==> config.mk <==
export PLATFORM = sky130hd
export DESIGN_NAME = nps_best
export DESIGN_NICKNAME = d
export VERILOG_FILES = /design/src/design/nearest_point_search_3d_unit_assert.svh /design/src/design/nps_pkg.sv /design/src/design/nps_best.sv
export SDC_FILE = /design/constraint.sdc
export NUM_CORES = 1
export LEC_CHECK = 0
export ABC_CLOCK_PERIOD_IN_PS = 5100
export BUFFER_PORTS_ARGS = -buffer_cell sky130_fd_sc_hd__buf_2
export CAP_MARGIN = 10
export CORE_UTILIZATION = 43
export CTS_CLUSTER_DIAMETER = 60
export DETAILED_ROUTE_END_ITERATION = 6
export MAX_ROUTING_LAYER = met4
export PLACE_DENSITY = 0.73
export SYNTH_ARGS = -nofsm -noshare
export SYNTH_HDL_FRONTEND = slang
export SYNTH_SLANG_ARGS = --single-unit
export TNS_END_PERCENT = 20
==> constraint.sdc <==
create_clock -name i_clk -period 5.1 [get_ports i_clk]
set_clock_uncertainty 0.2 [all_clocks]
set_input_delay 0.51 -clock i_clk [delete_from_list [all_inputs] [get_ports i_clk]]
set_output_delay 0.51 -clock i_clk [all_outputs]
set_load 0.02 [all_outputs]
==> src/design/nearest_point_search_3d_unit_assert.svh <==
// ----------------------------------------------------------------------------
// Assertion macros for the nearest point search unit
// Shared concurrent property forms, clocked and disabled in reset.
// ----------------------------------------------------------------------------
`ifndef NEAREST_POINT_SEARCH_3D_UNIT_ASSERT_SVH
`define NEAREST_POINT_SEARCH_3D_UNIT_ASSERT_SVH

// Same-cycle implication
`define NPS_ASSERT_SAME(label, clk, rst_n, ante, cons, msg) \
    label: assert property (@(posedge clk) disable iff (!rst_n) (ante) |-> (cons)) \
        else $error(msg);

// Next-cycle implication
`define NPS_ASSERT_NEXT(label, clk, rst_n, ante, cons, msg) \
    label: assert property (@(posedge clk) disable iff (!rst_n) (ante) |=> (cons)) \
        else $error(msg);

`endif

==> src/design/nps_pkg.sv <==
`timescale 1ns / 1ps
// ----------------------------------------------------------------------------
// nps_pkg
// Types, sizes and helpers shared by the nearest point search unit.
// ----------------------------------------------------------------------------
package nps_pkg;

    localparam int MAX_POINTS = 1024;
    localparam int IDX_W      = (MAX_POINTS > 1) ? $clog2(MAX_POINTS) : 1;
    localparam int CNT_W      = $clog2(MAX_POINTS + 1);
    localparam int COORD_W    = 20;
    localparam int SQ_W       = 2 * COORD_W;
    localparam int DIST_W     = SQ_W + 2;
    localparam int OUT_IDX_W  = 10;
    localparam int NUM_CELLS  = 3;

    typedef enum logic [1:0] {
        OP_CLEAR = 2'd0,
        OP_LOAD  = 2'd1,
        OP_QUERY = 2'd2,
        OP_NONE  = 2'd3
    } t_op;

    typedef enum logic [1:0] {
        ST_DONE   = 2'd0,
        ST_FULL   = 2'd1,
        ST_ANSWER = 2'd2,
        ST_EMPTY  = 2'd3
    } t_status;

    typedef enum logic [1:0] {
        AXIS_X = 2'd0,
        AXIS_Y = 2'd1,
        AXIS_Z = 2'd2,
        AXIS_NONE = 2'd3
    } t_axis;

    typedef enum logic [1:0] {
        S_IDLE = 2'd0,
        S_SCAN = 2'd1,
        S_PUT  = 2'd2
    } t_state;

    typedef struct packed {
        logic [1:0]         op;
        logic [COORD_W-1:0] pos_x;
        logic [COORD_W-1:0] pos_y;
        logic [COORD_W-1:0] pos_z;
    } t_in_item;

    typedef struct packed {
        logic [1:0]           status;
        logic [OUT_IDX_W-1:0] best_index;
        logic [COORD_W-1:0]   best_x;
        logic [COORD_W-1:0]   best_y;
        logic [COORD_W-1:0]   best_z;
    } t_out_item;

    typedef struct packed {
        logic [COORD_W-1:0] x;
        logic [COORD_W-1:0] y;
        logic [COORD_W-1:0] z;
    } t_point;

    // One stored point on its way down the cell row
    typedef struct packed {
        logic              valid;
        logic              last;
        logic [IDX_W-1:0]  idx;
        t_point            pt;
        logic [DIST_W-1:0] acc;
    } t_stream;

    // Map a store index onto the result index field (low bits, zero padded)
    function automatic logic [OUT_IDX_W-1:0] f_out_index(input logic [IDX_W-1:0] v);
        logic [OUT_IDX_W-1:0] r;
        r = '0;
        for (int b = 0; b < OUT_IDX_W; b++) begin
            if (b < IDX_W) begin
                r[b] = v[b];
            end
        end
        return r;
    endfunction

endpackage

==> src/design/nps_best.sv <==
`timescale 1ns / 1ps
// ----------------------------------------------------------------------------
// nps_best
// Keeps the nearest point seen so far in a scan; ties keep the earlier one.
// ----------------------------------------------------------------------------
module nps_best
    import nps_pkg::*;
(
    input  logic             i_clk,
    input  logic             i_rst_n,
    input  logic             i_start,
    input  t_stream          i_stream,
    output logic             o_done,
    output logic [IDX_W-1:0] o_idx,
    output t_point           o_pt
);

    logic              r_have;
    logic              r_done;
    logic [DIST_W-1:0] r_best_dist;
    logic [IDX_W-1:0]  r_best_idx;
    t_point            r_best_pt;
    logic              take;

    // Take the first point, then only strictly closer ones
    assign take = i_stream.valid && (!r_have || (i_stream.acc < r_best_dist));

    always_ff @(posedge i_clk) begin
        if (!i_rst_n) begin
            r_have <= 1'b0;
            r_done <= 1'b0;
        end else begin
            r_done <= i_stream.valid && i_stream.last;
            if (i_start) begin
                r_have <= 1'b0;
            end else if (i_stream.valid) begin
                r_have <= 1'b1;
            end
        end
    end

    always_ff @(posedge i_clk) begin
        if (take) begin
            r_best_dist <= i_stream.acc;
            r_best_idx  <= i_stream.idx;
            r_best_pt   <= i_stream.pt;
        end
    end

    assign o_done = r_done;
    assign o_idx  = r_best_idx;
    assign o_pt   = r_best_pt;

endmodule

==> Yosys cells after proc, flatten, opt, wreduce, memory -nomap -nowiden <==
Index checks and enable logic that the tools add are counted.
{ "totals": {"output_inout_bits": 71, "ff_bits": 114} }
{ "op_classes": {"bitwise": 1, "reduce_logical": 5, "n_lt_le_gt_ge": 1} }
{ "op_table": {"columns": ["cell", "n"], "rows": [
  ["$lt A42 B42 Y1", 1],
  ["$logic_and A1 B1 Y1", 2],
  ["$reduce_or A2 Y1", 1],
  ["$logic_not A1 Y1", 1],
  ["$logic_or A1 B1 Y1", 1],
  ["$not A1 Y1", 1]
]} }

==> Longest topological paths before layout <==
{ "logic_depth": {"depth_word": 3, "ltp_mapped": 8, "depth_no_buf": 8} }

==> Least setup slack after synthesis <==
OpenSTA, ideal clock, no wires.
{ "synth_timing": {"path_kind": "input port to flip-flop", "start": "input i_stream[5] (netlist bit)", "end": "register r_best_idx[0] (netlist: o_idx[0]) (enable)", "t_required_ns": 4.434, "setup_time_ns": 0.466, "path_stages": 6, "arrival_ns": 3.767, "n_path_buf": 0, "setup_slack_ns": 0.667, "path_cell_list": "ha_1 > a41oi_1 > a2bb2oi_2 > o21ai_1 > a311oi_1 > o211a_1"} }
{ "synth_between": {"elab_chain_len": 3} }
{ "synth_rtl": {"columns": ["item", "line_no", "rtl"], "rows": [
  ["from (decl)", "nps_best.sv:12", "input t_stream i_stream,"],
  ["$lt A42 B42 Y1", "nps_best.sv:26", "assign take = i_stream.valid && (!r_have || (i_stream.acc < r_best_dist));"],
  ["$logic_or A1 B1 Y1", "nps_best.sv:26", null],
  ["$logic_and A1 B1 Y1", "nps_best.sv:26", null],
  ["via take", "nps_best.sv:23", "logic take;"],
  ["to (signal assigned)", "nps_best.sv:45", "r_best_idx <= i_stream.idx;"],
  ["to (decl)", "nps_best.sv:21", "logic [IDX_W-1:0] r_best_idx;"]
]} }
The timed path passes the listed nets, and every way through them passes these cells.
A chain may end at the register's enable or synchronous reset.

==> Worst setup path in the final report <==
{ "layout_timing": {"start": "input i_stream[7] (netlist bit)", "end": "register r_best_pt, in the netlist o_pt[14] (enable)"} }
{ "layout_between": {"elab_chain_len": 3} }
{ "layout_rtl": {"columns": ["item", "line_no", "rtl"], "rows": [
  ["$lt A42 B42 Y1", "nps_best.sv:26", null],
  ["$logic_or A1 B1 Y1", "nps_best.sv:26", null],
  ["$logic_and A1 B1 Y1", "nps_best.sv:26", null],
  ["via take", "nps_best.sv:23", null],
  ["to (signal assigned)", "nps_best.sv:46", "r_best_pt <= i_stream.pt;"],
  ["to (decl)", "nps_best.sv:22", "t_point r_best_pt;"]
]} }
The timed path passes the listed nets, and every way through them passes these cells.

==> reports/metrics.cfg <==
[pwr]
vdd_drop_max_mv = 0.2339
power_density_nw_per_um2 = 343.7
p_leak_nw = 3.250

[yosys]
ys_seq_area_share_pct = 75.79
synth-edff-count = 112
synthFlopType = edfxtp_1
synth.cell_area_um2 = 4491
synth.distinct_cells = 26
synth.cells.most_frequent = 112 x edfxtp_1, 41 x ha_1, 41 x inv_1
synthArstFlopShare_pct = 0
netlist_instances = 266
yosysTopAreaCell = edfxtp_1
syn_area_per_cell_um2 = 16.88
synth_fp_nets = 424
synth-seq-cells = 114
synth.top_cells.by_area = edfxtp_1 75%, ha_1 11%, inv_1 3.4%
ys.warnings.count = 0
yosysMostFrequentCell = edfxtp_1
netlist.area_leader.share_pct = 74.90

[floorplanning]
fp.dieW_um = 104.2
rows = 36
die-area_um2 = 10860
io_pins = 188
die_y_um = 104.2
start_util_pct = 45.11
core_area_um2 = 9955

[layout]
nets = 737
finish.utilization_pct = 72.64
area_growth_pct = 61.02
drive_gt1_share_pct = 38.34
antenna_cells = 0

[hold_path]
hold_end = r_best_dist[37]
hp-start = i_stream[37]
hold_path_depth = 1
hold_path.class = input port to register

[critical_path]
setup.worst_path.class = input port to register
worstPathMaxFanout = 59
cp-end-kind = register
required_ps = 5060
worst_setup_path_start_kind = input port
crit_arrival_ps = 3580
worstReg2RegEnd = o_pt[14]
r2r_setup_slack_ps = 1800
timing.rr.start = r_best_dist[7]
rr_worst_depth = 9

[sta]
maxSlewViolCount = 0
setup_tns_ps = 0
hold_ws_ps = 31.36
rsz0062_at_grt = false
fin_crit_ps = 3626
setup_viol = 0
worstMarginPinSlew_ps = 770.0
hold_violations = 0
timing.slew.headroom_pct = 48.67
max_freq_ghz = 0.2758
fin_crit_sh_pct = 71.09

[route]
route.detailed.wl_per_inst_um = 15.56
drt_iter0_markers = 199
routed_wl_um = 11280
ant_nets = 0
drtPass1Iterations = 4
vias_per_cell = 4.623
vias = 3352
drcViolationCount = 0

[clock_tree]
path_clk_slew_ps = 50
cts_resized = 0
root_buffer = clkbuf_8
numCtsBuffers = 17
numClockSinks = 114
cts_buffer_depth = 2
cts_tree = yes
h-tree-depth = 4
clock_latency_ps = 490

[global_routing]
antenna_found_initial = 0
grt_usage_pct = 22.33
grt_pass1_vias = 3562
grt_pass1_wl_um = 17820
grt_max_degree = 60
globalRouteOverflowTotal = 0

[place]
dp_hpwl_um = 6899
port_buffers = 187
gp_congestion = 0.7791

[status]
run_status = finished, final reports clean

[flow_run]
drv_cap = 0

==> through the flow <==
stage               worst slack [ps]  cells  power (mW)  instance area (um^2)
finish                          1474    725       2.485                  7231
global route                    1233    725       2.578                  7231
CTS                             1482    723       2.502                  7211
detailed placement              1521    587       1.366                  5620
global placement                1572    587       1.356                  5620
floorplan                      666.7    266       1.262                  4491
==> critical path, cell delays in order <==
cell,delay [ps]
dlygate4sd3_1,530
buf_2,130
ha_1,300
a21oi_1,140
nor2_1,60
a211oi_1,190
o21ai_1,120
a311oi_1,420
o211a_4,750
buf_12,360
==> cell families (layout without fill, tap and decap cells) <==
| group | count (synthesis) | count (layout) | synth area share (%) |
|---|---|---|---|
| buf+inv | 41 | 367 | 3.427 |
| flops | 114 | 114 | 75.79 |
| simple gates | 37 | 37 | 4.625 |
| fa+ha+maj | 41 | 41 | 11.42 |
| compound gates | 33 | 33 | 4.737 |
==> layer usage <==
metal,vias to the layer above,track usage [%],part of all wire [%]
li1,1621,-,-
met5,-,-,0
met3,14,6.391,6.3
met2,139,40.10,53
met1,1578,24.10,40
met4,0,5.918,1.3
==> where the power goes <==
group / total, mW / internal (mW) / switching [mW] / leakage, nW
clock network: 1.07 / 0.648 / 0.420 / 0.259
logic: 0.304 / 0.146 / 0.158 / 1.88
registers: 1.11 / 1.10 / 0.0161 / 1.11
==> final cells by class <==
| class | instances | area [um^2] |
|---|---|---|
| timing repair buffer | 294 | 2017 |
| sequential | 114 | 3403 |
| inverter | 41 | 153.9 |
| clock buffer | 17 | 414.1 |
| multi-input combinational | 111 | 940.9 |
| fill | 629 | 2724 |
| tap | 133 | 166.4 |
| clock inverter | 15 | 135.1 |
==> flip-flops by register name (all words and copies together) (netlist names) <==
signal and count:
o_pt 60, r_best_dist 42, o_idx 10, o_done 1
r_have 1
==> worst max-delay path by stage <==
stage | from | to | cells past startpoint
2_1_floorplan | i_stream[5] | o_idx[0] | 6
3_3_place_gp | i_stream[4] | o_pt[13] | 8
3_5_place_dp | i_stream[7] | o_pt[46] | 9
4_1_cts | i_stream[5] | o_pt[32] | 9
5_1_grt | i_stream[7] | o_pt[11] | 10
6_report | i_stream[7] | o_pt[14] | 10
==> cells in the final DEF (no fill, tap or decap), drive strengths merged, types with 7 or more instances in the layout <==
cell	Yosys	routed
inv	41	44
a21oi	17	17
edfxtp	112	112
clkinv	0	7
dlygate4sd3	0	106
nor2	7	7
clkbuf	0	17
nand2	14	14
buf	0	188
ha	41	41
==> what timing repair did <==
item | CTS | global route
buffers inserted | 0 | 0
hold buffers | 104 | 2
hold endpoints to repair | 104 | 2
(Power assumes the default switching activity.)
