--- config.mk ---
export PLATFORM = sky130hd
export DESIGN_NAME = nps_dist_cell
export DESIGN_NICKNAME = d
export VERILOG_FILES = /design/src/design/nearest_point_search_3d_unit_assert.svh /design/src/design/nps_pkg.sv /design/src/design/nps_dist_cell.sv
export SDC_FILE = /design/constraint.sdc
export NUM_CORES = 1
export LEC_CHECK = 0
export BUFFER_PORTS_ARGS = -buffer_cell sky130_fd_sc_hd__buf_4
export CAP_MARGIN = 20
export CORE_ASPECT_RATIO = 1.4
export CORE_MARGIN = 2
export CORE_UTILIZATION = 50
export CTS_CLUSTER_SIZE = 16
export DETAILED_ROUTE_END_ITERATION = 6
export MAX_ROUTING_LAYER = met4
export PLACE_DENSITY = 0.73
export RECOVER_POWER = 25
export SYNTH_ARGS = -nofsm -noshare
export SYNTH_HDL_FRONTEND = slang
export SYNTH_SLANG_ARGS = --single-unit
--- constraint.sdc ---
create_clock -name i_clk -period 7.7 [get_ports i_clk]
set_clock_uncertainty 0.2 [all_clocks]
set_input_delay 2.31 -clock i_clk [delete_from_list [all_inputs] [get_ports i_clk]]
set_output_delay 2.31 -clock i_clk [all_outputs]
set_load 0.005 [all_outputs]
--- src/design/nearest_point_search_3d_unit_assert.svh ---
// ----------------------------------------------------------------------------
// Assertion macros for the nearest point search unit
// Shared concurrent property forms, clocked and disabled in reset.
// ----------------------------------------------------------------------------
`ifndef NEAREST_POINT_SEARCH_3D_UNIT_ASSERT_SVH
`define NEAREST_POINT_SEARCH_3D_UNIT_ASSERT_SVH

// Same-cycle implication
`define NPS_ASSERT_SAME(label, clk, rst_n, ante, cons, msg) \
    label: assert property (@(posedge clk) disable iff (!rst_n) (ante) |-> (cons)) \
        else $error(msg);

// Next-cycle implication
`define NPS_ASSERT_NEXT(label, clk, rst_n, ante, cons, msg) \
    label: assert property (@(posedge clk) disable iff (!rst_n) (ante) |=> (cons)) \
        else $error(msg);

`endif

--- src/design/nps_pkg.sv ---
`timescale 1ns / 1ps
// ----------------------------------------------------------------------------
// nps_pkg
// Types, sizes and helpers shared by the nearest point search unit.
// ----------------------------------------------------------------------------
package nps_pkg;

    localparam int MAX_POINTS = 1024;
    localparam int IDX_W      = (MAX_POINTS > 1) ? $clog2(MAX_POINTS) : 1;
    localparam int CNT_W      = $clog2(MAX_POINTS + 1);
    localparam int COORD_W    = 20;
    localparam int SQ_W       = 2 * COORD_W;
    localparam int DIST_W     = SQ_W + 2;
    localparam int OUT_IDX_W  = 10;
    localparam int NUM_CELLS  = 3;

    typedef enum logic [1:0] {
        OP_CLEAR = 2'd0,
        OP_LOAD  = 2'd1,
        OP_QUERY = 2'd2,
        OP_NONE  = 2'd3
    } t_op;

    typedef enum logic [1:0] {
        ST_DONE   = 2'd0,
        ST_FULL   = 2'd1,
        ST_ANSWER = 2'd2,
        ST_EMPTY  = 2'd3
    } t_status;

    typedef enum logic [1:0] {
        AXIS_X = 2'd0,
        AXIS_Y = 2'd1,
        AXIS_Z = 2'd2,
        AXIS_NONE = 2'd3
    } t_axis;

    typedef enum logic [1:0] {
        S_IDLE = 2'd0,
        S_SCAN = 2'd1,
        S_PUT  = 2'd2
    } t_state;

    typedef struct packed {
        logic [1:0]         op;
        logic [COORD_W-1:0] pos_x;
        logic [COORD_W-1:0] pos_y;
        logic [COORD_W-1:0] pos_z;
    } t_in_item;

    typedef struct packed {
        logic [1:0]           status;
        logic [OUT_IDX_W-1:0] best_index;
        logic [COORD_W-1:0]   best_x;
        logic [COORD_W-1:0]   best_y;
        logic [COORD_W-1:0]   best_z;
    } t_out_item;

    typedef struct packed {
        logic [COORD_W-1:0] x;
        logic [COORD_W-1:0] y;
        logic [COORD_W-1:0] z;
    } t_point;

    // One stored point on its way down the cell row
    typedef struct packed {
        logic              valid;
        logic              last;
        logic [IDX_W-1:0]  idx;
        t_point            pt;
        logic [DIST_W-1:0] acc;
    } t_stream;

    // Map a store index onto the result index field (low bits, zero padded)
    function automatic logic [OUT_IDX_W-1:0] f_out_index(input logic [IDX_W-1:0] v);
        logic [OUT_IDX_W-1:0] r;
        r = '0;
        for (int b = 0; b < OUT_IDX_W; b++) begin
            if (b < IDX_W) begin
                r[b] = v[b];
            end
        end
        return r;
    endfunction

endpackage

--- src/design/nps_dist_cell.sv ---
`timescale 1ns / 1ps
// ----------------------------------------------------------------------------
// nps_dist_cell
// One cell of the distance row: adds the squared difference on its axis to
// the running distance of the point passing through, in registered steps.
// ----------------------------------------------------------------------------
module nps_dist_cell
    import nps_pkg::*;
(
    input  logic    i_clk,
    input  logic    i_rst_n,
    input  t_axis   i_axis,
    input  t_point  i_query,
    input  t_stream i_stream,
    output t_stream o_stream
);

    t_stream            r_s1, r_s2, r_s3, n_s3;
    logic [COORD_W-1:0] r_diff;
    logic [SQ_W-1:0]    r_sq;
    logic [COORD_W-1:0] a_c, q_c, n_diff;

    // Pick this cell's axis
    always_comb begin
        case (i_axis)
            AXIS_X: begin
                a_c = i_stream.pt.x;
                q_c = i_query.x;
            end
            AXIS_Y: begin
                a_c = i_stream.pt.y;
                q_c = i_query.y;
            end
            AXIS_Z: begin
                a_c = i_stream.pt.z;
                q_c = i_query.z;
            end
            default: begin
                a_c = '0;
                q_c = '0;
            end
        endcase
        n_diff = (a_c > q_c) ? (a_c - q_c) : (q_c - a_c);
    end

    // Add the square to the running distance
    always_comb begin
        n_s3     = r_s2;
        n_s3.acc = r_s2.acc + DIST_W'(r_sq);
    end

    // Difference, square, accumulate
    always_ff @(posedge i_clk) begin
        if (!i_rst_n) begin
            r_s1 <= '0;
            r_s2 <= '0;
            r_s3 <= '0;
        end else begin
            r_s1 <= i_stream;
            r_s2 <= r_s1;
            r_s3 <= n_s3;
        end
    end

    always_ff @(posedge i_clk) begin
        r_diff <= n_diff;
        r_sq   <= SQ_W'(r_diff) * SQ_W'(r_diff);
    end

    assign o_stream = r_s3;

endmodule

## Yosys cells after proc, flatten, opt, wreduce, memory -nomap -nowiden

Cells that the tools add are included.

- Add/sub/neg operators: 3
- Reduce and logical (&&, ||, !) cells: 1
- $mul: 1
- Divide/modulo/power cells: 0
- Equal/unequal tests: 2
- Multiplexer cells: 3
- Shift operators: 0
- Bitwise gates (word level): 0
- $lt $le $gt $ge: 1

Operator list:

| operator | number |
|---|---|
| case mux 20 bit (3 select lines) | 2 |
| adder 42 x 40 -> 42 bit | 1 |
| multiplier 20 x 20 -> 40 bit | 1 |
| subtractor 20 bit | 2 |
| greater-than comparator 20 bit | 1 |
| 2-to-1 mux 20 bit | 1 |
| equality test 2 x 1 -> 1 bit, second input constant | 1 |
| equality test 2 bit, second input constant | 1 |
| logical NOT 2 bit | 1 |

- Bits in read-only memories: 0
- Memories: 0
- Register bits: 402
- Input port bits: 178
- RAM bits: 0
- Output and inout port bits: 114
- Bits in latches: 0
- Word-level logic and storage cells: 34

## Longest topological paths before layout

- Word-level depth: 4
- Depth in mapped cells: 27
- Mapped depth without buffers: 24

## Worst setup path before layout

OpenSTA, ideal clock, no wires.

- Kind: reg2reg
- Start point: reg r_diff[8]
- End point: reg r_sq[39]
- Slack: 981 ps
- Path buffers: 3
- Clock period less this slack: 6719 ps
- Stages on the path, launching flop included: 23
- Setup time: 72 ps
- Data required time: 7428 ps
- Data arrival time: 6447 ps
- Path through: dfxtp_1 -> clkbuf_1 -> clkbuf_1 -> nand2_1 -> fa_1 -> inv_1 -> fa_1 -> fa_1 -> fa_1 -> fa_1 -> fa_1 -> inv_1 -> fa_1 -> inv_1 -> ha_1 -> clkbuf_1 -> nand4_1 -> a31oi_1 -> a21boi_0 -> nand3_1 -> a22o_1 -> o21ai_0 -> xnor2_1

- Longest elaborated chain between the ends: 1

Ends and longest elaborated chain:

| element | RTL line | text |
|---|---|---|
| start, declared | nps_dist_cell.sv:19 | `logic [COORD_W-1:0] r_diff;` |
| start signal, assigned | nps_dist_cell.sv:66 | `r_diff <= n_diff;` |
| multiplier 20 x 20 -> 40 bit | nps_dist_cell.sv:67 | `r_sq <= SQ_W'(r_diff) * SQ_W'(r_diff);` |
| end signal, assigned | nps_dist_cell.sv:67 |  |
| end, declared | nps_dist_cell.sv:20 | `logic [SQ_W-1:0] r_sq;` |

No other way between the ends.
A chain may end at the register's enable or synchronous reset.

## Final worst setup path

- Start point: reg r_diff[12]
- End point: reg r_sq[32]

Same word-level chain as after synthesis.

==> metrics <==
run status complete, but fails checks; violated checks max-capacitance violations, max-slew violations; cts hold-fix bufs 0; Main synth FF type dfxtp_1; Most Frequent Cell on Critical Path fa_1; largest net degree at the start of global routing 172; MaxCap Viol Count 1; ANT nets after route 0; commonest non-fill, non-tap cells in the layout dfxtp_1 (401), inv_1 (380), buf_4 (316); Via-to-Cell Ratio between 5 and 6; Unique masters post-synth 82; H-tree depth 2; clock root buffer clkbuf_16; Critical Path Max Stage Delay 0.80 ns; first-pass iteration count of the detailed router 5; NumNets Final 3732; clock sink count 401; max_slew headroom -1.81; Avg WL per Cell 18.1 um; fill count 4579; sequential-to-total area share from yosys stat 0.298; Critical Path, Cell by Cell inv_1 -> nor2_1 -> fa_1 -> inv_1 -> fa_1 -> fa_1 -> inv_1 -> fa_1 -> fa_1 -> fa_1 -> fa_1 -> ha_1 -> a21o_1 -> a21o_1 -> nor3b_1 -> a21oi_1 -> a21oi_1 -> o21ai_0 -> a41oi_1 -> xnor2_1; RSZ-0062 raised after global routing no; crit path DAT 7.39 ns; number of global-route vias before repair 20900; cell family with most CP delay adder cells; row count 100; synthesized area per cell 9.59 um2; Die ar. 55700 um2; DRC viols 0; Max Freq around 140 MHz; share of layout cells above drive strength 1 0.135; core area 53200 um2; Initial Util 0.506; synthesis-stage register bit count 401; total CTS buffers 41; Skew-Pair Late Insertion Delay 0.56 ns; Setup violations, final 0; total gr overflow 0; crit end category flip-flop; Slew Limit Fails about 140; CTS Buffer Depth 3; Horiz. Die Dim 200 um; Chip Height about 280 um; most common cell after layout, fill and taps aside dfxtp_1; min cycle time layout 7.11 ns; postcts setup bufs 0; Post-Syn Nets 3496; initial drt markers 987; worst slew pin tran about 4.2 ns; Final period util 0.923; critical path peak fanout 18; Hold Path Class flip-flop to flip-flop; Critical Path RT between 7 and 8 ns; synth-to-layout area growth 15.6%; Buf/Inv on CP 3; first-pass GRT wire length 109 mm; Port Buffer Count 291; critical path's slowest cell dfxtp_1; CP Launch Type flip-flop; antenna violations before repair 3; Synth warnings 0; RD Place Congestion 0.960; CTS tree yes; CTS resizes 0; dpl hpwl about 56 mm; num ports 292; number of synthesized flops with an enable pin 0; Post-Route Setup TNS 0 ns; Post-synth ARST share 0; Mapped Cells 2808; Post-Syn Area 26900 um2; final wirelength just under 70 mm; DR vias 19600; Setup CP Type flip-flop to flip-flop; Worst-path clk slew 0.06 ns; Hold Fails Final Rpt 0; GRT Overall Usage 0.255
[metal layers]
metal	track usage	wire length, um	up-vias
met2	0.485	37800	559
met1	0.257	24100	9554
li1	-	-	9364
met4	0.130	3980	0
met5	-	0	-
met3	0.0281	2610	160
[kinds of logic (layout without fill, tap and decap cells)]
group / count (synthesis) / count (layout) / share of synthesized area
compound gates: 401 / 401 / 0.0967
mux: 55 / 55 / 0.0205
xor+xnor: 107 / 107 / 0.0348
buf+inv: 507 / 770 / 0.0727
other cells: 0 / 3 / 0
flops: 401 / 401 / 0.298
fa+ha+maj: 512 / 512 / 0.316
simple gates: 825 / 825 / 0.161
[worst register-to-register path: cells and delay by family (launching register included)]
family / cells / cell delay [ns]
XOR/XNOR: 1 / 0.15
buffers and inverters: 3 / 0.38
AND/OR/NAND/NOR: 2 / 0.48
adder cells (fa/ha/maj): 8 / 3.70
flip-flops: 1 / 0.80
AO/OA/AOI/OAI: 6 / 1.34
[registers in the layout, summed over array words and instances, names as in the netlist]
| signal | count |
|---|---|
| o_stream | 114 |
| r_s1 | 114 |
| n_s3 | 72 |
| r_s2 | 42 |
| r_sq | 39 |
| r_diff | 20 |
[cells in the mapped netlist (all sizes together), types with 11 or more instances]
cell / number / area share
a21oi: 153 / 0.029
nand4: 22 / 0.0051
and2: 378 / 0.088
buf: 15 / 0.0041
a31oi: 11 / 0.0028
o21ai: 65 / 0.012
a21o: 57 / 0.016
xor2: 48 / 0.016
and3: 12 / 0.0028
dfxtp: 401 / 0.30
o21a: 19 / 0.0053
nand2: 194 / 0.027
clkbuf: 112 / 0.016
o21bai: 23 / 0.0064
nor2: 133 / 0.019
nor2b: 14 / 0.0033
nor3: 14 / 0.0028
inv: 380 / 0.053
a211oi: 11 / 0.0037
ha: 230 / 0.11
nand2b: 12 / 0.0028
fa: 280 / 0.21
mux2i: 53 / 0.020
xnor2: 59 / 0.019
nand3: 20 / 0.0037
[worst paths after layout]
| check | from | end | slack (ns) | cells past startpoint |
|---|---|---|---|---|
| worst max-delay path | r_diff[12]$_DFF_P_ | r_sq[32]$_DFF_P_ | 0.59 | 20 |
| worst min-delay path | n_s3[73]$_SDFF_PN0_ | o_stream[73]$_SDFF_PN0_ | 0.23 | 1 |
| worst max register to register | r_diff[12]$_DFF_P_ | r_sq[32]$_DFF_P_ | 0.59 | 20 |
| worst min register to register | n_s3[73]$_SDFF_PN0_ | o_stream[73]$_SDFF_PN0_ | 0.23 | 1 |
[area by class of cell]
class	instances	area [um2]	area share
Sequential cell	401	8030	0.258
Clock buffer	56	1200	0.0387
Inverter	380	1430	0.0458
Clock inverter	14	218	0.00699
Antenna cell	3	7.51	0.000241
Tap cell	714	893	0.0287
Multi-Input combinational cell	1900	16900	0.544
Timing Repair Buffer	320	2420	0.0777
[through the flow]
| step | utilization | instance area, um2 | setup slack (ns) | std cells | hold slack [ns] |
|---|---|---|---|---|---|
| final | 0.586 | 31100 | 0.594 | 3788 | 0.229 |
| after detailed placement | 0.559 | 29700 | 0.677 | 3714 | 0.218 |
| after CTS | 0.585 | 31100 | 0.651 | 3784 | 0.231 |
| after global placement | 0.559 | 29700 | 0.828 | 3714 | 0.213 |
| after global routing | 0.586 | 31100 | 0.224 | 3788 | 0.238 |
| after floorplan | - | 26900 | 0.981 | 2808 | 0.170 |
Power is left out: the tool's default activity adds up to more than one toggle a clock period on the data nets, which glitch-free logic cannot reach.
